$ cat src/hw/rtl/ptw_pkg.sv
// Package for the two-level page table walker: field widths, register
// indexes, operation and status codes, sequencer state type.
// No dependencies.
`default_nettype none

package ptw_pkg;

  localparam int unsigned FRAME_W    = 20;  // frame and virtual page number
  localparam int unsigned IDX_W      = 10;  // index into one node
  localparam int unsigned ENTRY_W    = FRAME_W + 1;  // frame plus valid bit
  localparam int unsigned ROOT_W     = 4;
  localparam int unsigned FREE_W     = 5;
  localparam int unsigned STATUS_W   = 2;
  localparam int unsigned CFG_IDX_W  = 1;
  localparam int unsigned CFG_DATA_W = 5;

  // configuration register indexes
  localparam logic [CFG_IDX_W-1:0] CFG_ROOT_FRAME = 1'b0;
  localparam logic [CFG_IDX_W-1:0] CFG_FIRST_FREE = 1'b1;

  localparam logic [ROOT_W-1:0] ROOT_RESET = 4'd0;
  localparam logic [FREE_W-1:0] FREE_RESET = 5'd1;

  // operation codes
  localparam logic OP_QUERY  = 1'b0;
  localparam logic OP_UPDATE = 1'b1;

  // result status codes
  localparam logic [STATUS_W-1:0] STATUS_DONE     = 2'd0;
  localparam logic [STATUS_W-1:0] STATUS_NO_MAP   = 2'd1;
  localparam logic [STATUS_W-1:0] STATUS_NO_FRAME = 2'd2;

  typedef enum logic [3:0] {
    S_CLEAR,  // clearing pass over table memory
    S_IDLE,
    S_ROOT,   // reducing the root frame
    S_LOOK0,  // level-0 entry on the read port
    S_NODE,   // reducing the level-1 node frame
    S_WR1,    // level-1 write after allocation
    S_LOOK1,  // level-1 entry on the read port
    S_RESP    // waiting for the output register
  } ptw_state_e;

endpackage

`default_nettype wire

$ cat src/hw/rtl/ptw_frame_mod.sv
// Reduces a 20-bit frame number modulo the table frame count: reciprocal
// multiply, back-multiply, one correction. Pipelined.
// Depends on ptw_pkg.
`default_nettype none

module ptw_frame_mod #(
  parameter int unsigned TABLE_FRAMES = 16
) (
  input  wire logic                              clk_i,
  input  wire logic                              rst_ni,
  input  wire logic                              start_i,
  input  wire logic [ptw_pkg::FRAME_W-1:0]       value_i,
  output logic                                   done_o,
  output logic [$clog2(TABLE_FRAMES)-1:0]        frame_o
);

  localparam int unsigned FW      = $clog2(TABLE_FRAMES);
  localparam int unsigned XW      = ptw_pkg::FRAME_W;
  localparam int unsigned SHIFT   = XW + FW;
  localparam int unsigned RECIP_W = XW + 2;
  localparam int unsigned PROD_W  = XW + RECIP_W;
  localparam int unsigned TW      = XW + FW + 1;
  // floor(2^SHIFT / T): quotient estimate is low by at most one
  localparam logic [RECIP_W-1:0] RECIP = RECIP_W'((64'd1 << SHIFT) / TABLE_FRAMES);
  localparam logic [TW-1:0]      DIV   = TW'(TABLE_FRAMES);

  logic              v1_q, v2_q, done_q;
  logic [XW-1:0]     x1_q, x2_q;
  logic [PROD_W-1:0] prod_q;
  logic [TW-1:0]     qt_q;
  logic [FW-1:0]     frame_q;
  logic [XW-1:0]     quot;
  logic [TW-1:0]     rem, rem_fix;

  always_comb begin
    quot    = XW'(prod_q >> SHIFT);
    rem     = TW'(x2_q) - qt_q;
    rem_fix = (rem >= DIV) ? rem - DIV : rem;
  end

  always_ff @(posedge clk_i or negedge rst_ni) begin
    if (!rst_ni) begin
      v1_q   <= 1'b0;
      v2_q   <= 1'b0;
      done_q <= 1'b0;
    end else begin
      v1_q   <= start_i;
      v2_q   <= v1_q;
      done_q <= v2_q;
    end
  end

  always_ff @(posedge clk_i) begin
    x1_q    <= value_i;
    prod_q  <= {{RECIP_W{1'b0}}, value_i} * {{XW{1'b0}}, RECIP};
    x2_q    <= x1_q;
    qt_q    <= TW'(quot) * DIV;
    frame_q <= rem_fix[FW-1:0];
  end

  assign done_o  = done_q;
  assign frame_o = frame_q;

endmodule

`default_nettype wire

$ cat config.mk
export PLATFORM = sky130hd
export DESIGN_NAME = ptw_frame_mod
export DESIGN_NICKNAME = d
export VERILOG_FILES = /design/src/hw/rtl/ptw_pkg.sv /design/src/hw/rtl/ptw_frame_mod.sv
export SDC_FILE = /design/constraint.sdc
export NUM_CORES = 1
export LEC_CHECK = 0
export ABC_AREA = 1
export BUFFER_PORTS_ARGS = -buffer_cell sky130_fd_sc_hd__buf_2
export CAP_MARGIN = 20
export CORE_AREA = 3 3 40 42
export CTS_CLUSTER_SIZE = 12
export DETAILED_ROUTE_END_ITERATION = 16
export DIE_AREA = 0 0 43 45
export PLACE_DENSITY_LB_ADDON = 0.25
export SETUP_SLACK_MARGIN = 0.4
export SLEW_MARGIN = 20
export SYNTH_ARGS = -nofsm -noshare
export SYNTH_HDL_FRONTEND = slang
export SYNTH_SLANG_ARGS = --single-unit
$ cat constraint.sdc
create_clock -name clk_i -period 0.8 [get_ports clk_i]
set_input_delay 0.16 -clock clk_i [delete_from_list [all_inputs] [get_ports clk_i]]
set_output_delay 0.16 -clock clk_i [all_outputs]
set_load 0.01 [all_outputs]
==> results_dict.tcl <==
set metrics [dict create \
    outcome "finished with violations" \
    violations "negative hold slack, negative setup slack" \
    cts_hold_buf 1 \
    r2r-start "v2_q" \
    rows 13 \
    clk_latency_ps 260 \
    cts_root_buf "clkbuf_4" \
    power.leakage_nw 0.209 \
    syn_nets 38 \
    p_sw_share_pct 17.5 \
    worst_pin_slew_ps 73.9 \
    multiInputGateArea_um2 0 \
    clkSlewWorstSetupHoldPaths_ps 70 \
    cts.sinks 15 \
    reg2reg_depth 0 \
    r2r_end "done_o" \
    cts_buffer_depth 2 \
    r2r_slack_ps 320 \
    hold_depth 1 \
    core_area_um2 1280 \
    die_x_um 43 \
    synth_area_um2 315 \
    power.switching_mw 0.217 \
    start_util_pct 24.5 \
    finClkSkew_ps 1.54 \
    period_needed_ps 917 \
    hold_viol 5 \
    num_vias 146 \
    grt_max_degree 9 \
    p_comb_share_pct 4.3 \
    max_cap_violations 0 \
    nets 55 \
    final_core_util_pct 36.1 \
    crit_path_start_kind "register" \
    synth_compound_area_share_pct 0 \
    critical_path_class "reg -> out" \
    ys_seq_elements 15 \
    viasPerCell 3.17 \
    tns_ps -313 \
    ant_nets 0 \
    cts_buffers 3 \
    critical_path.endpoint_type "output pin" \
    synth_area_per_cell_um2 21.0 \
    rsz0062_at_grt "yes" \
    ys_types 2 \
    dieHeight_um 45 \
    overflow 0 \
    slew_violations 0 \
    ys_seq_area_share_pct 100 \
    dieArea_um2 1940 \
    p_int_mw 1.02 \
    clockPowerShare_pct 30.9 \
    port-buffer-count 11 \
    drt-wirelength-per-cell_um 7.13 \
    grt_pass1_wl_um 593 \
    hold_start "value_i[0]" \
    min_to "prod_q[20]" \
    track_usage_pct 5.06 \
    antenna_found_initial 0 \
    drive_gt1_share_pct 64.5 \
    cts_tree "built" \
    powerDensity_nw_per_um2 2660 \
    routed_wl_um 328 \
    synth-simple-area-share_pct 0 \
    placed_cell_area_um2 394 \
    final_area_um2 464 \
    critical_path.max_stage_delay_ps 380 \
    cp_max_fo 1 \
    dr.pass1.iters 1 \
    area_growth_pct 47.2 \
    nMultiInputCombCells 0 \
    ir_drop_mv 0.677 \
    layoutNonFillerInstCount 46 \
    path_cells "buf_6" \
    synth_cells 15 \
    antennaDiodeCount 0 \
    synth_mux_area_share_pct 0 \
    ys_warn_count 0 \
    n_fill_cell 127 \
    maxSlewHeadroom_pct 95.1 \
    drtIter0Drc 0 \
    fin_crit_sh_pct 115 \
    place.gp.congestion 0.507 \
    worstHoldPathType "in -> reg" \
    crit_required_ps 640 \
    cp_top_family "flip-flops" \
    pre_cts_ws_ps 166 \
    critPathBufInv 1 \
    htree_levels 1 \
    power_frac_seq_pct 64.8 \
    grt_pass1_vias 150 \
    setup_ws_ps -117 \
    crit_slowest_cell "dfrtp_1" \
    drc 0 \
    hold_ws_ps -6.78 \
    fmax_mhz 1090 \
    dp_cells 41 \
    boundaryPins 28 \
    finalSetupViolCount 5 \
    synthXorXnorAreaFrac_pct 0 \
    worstPathArrival_ps 760 \
    synthAdderAreaFrac_pct 0 \
]
metrics by stage:
| step | hold slack, ps | total power, mW |
|---|---|---|
| CTS | -18.8 | 1.26 |
| finish | -6.78 | 1.24 |
| global route | -32.7 | 1.31 |
| global placement | -45.5 | 0.848 |
| detailed placement | -41.9 | 0.851 |
| floorplan | -136 | 0.821 |
how the worst max path moves through the flow:
stage | startpoint | to | cells after the start
2_1_floorplan | done_o | done_o | 0
3_3_place_gp | done_o | done_o | 1
3_5_place_dp | done_o | done_o | 1
4_1_cts | done_o | done_o | 1
5_1_grt | done_o | done_o | 1
6_report | done_o | done_o | 1
final cells by class:
type / instances / area (um^2) / share of cell area, %
tap: 15 / 18.8 / 4.04
timing repair buffer: 12 / 96.3 / 20.8
sequential: 15 / 323 / 69.5
clock buffer: 4 / 26.3 / 5.66
registers in the layout, summed over array words and instances (netlist names):
signal and count:
done_o 1, frame_o 4, prod_q 4, v1_q 1, v2_q 1, x2_q 4
power by group through the flow:
stage / sequential [mW] / combinational, mW / clock (mW)
2_1_floorplan: 0.821 / 0 / 0
3_3_place_gp: 0.813 / 0.0351 / 0
3_5_place_dp: 0.815 / 0.0358 / 0
4_1_cts: 0.801 / 0.0510 / 0.409
5_1_grt: 0.806 / 0.0566 / 0.451
6_report: 0.801 / 0.0528 / 0.382
placed cells by master, fill, tap and decap left out, drive strengths merged:
master / n
buf: 11
dfxtp: 12
dfrtp: 3
dlygate4sd3: 1
clkbuf: 4
repair_timing:
| item | 4_1_cts | 5_1_grt |
|---|---|---|
| gates resized for setup | 4 | 3 |
| pin swaps | 0 | 0 |
| endpoints found under the hold margin | 8 | 5 |
| endpoints found under the setup margin | 8 | 12 |
| setup buffers | 0 | 0 |
kinds of logic after synthesis:
kind of cell	Yosys count
flip-flops	15
cell usage after synthesis:
library cell,instances,area share (%)
dfrtp_1,3,24
dfxtp_1,12,76
routing by layer:
layer / GRT usage (%) / share of wire (%) / up-vias / wire (um)
met4: 7.23 / 0 / 0 / 0
met2: 5.39 / 43 / 9 / 141
met1: 4.51 / 41 / 59 / 133
met3: 4.78 / 16 / 0 / 53
met5: 0 / 0 / - / 0
li1: - / - / 78 / -
(Power assumes the default switching activity.)
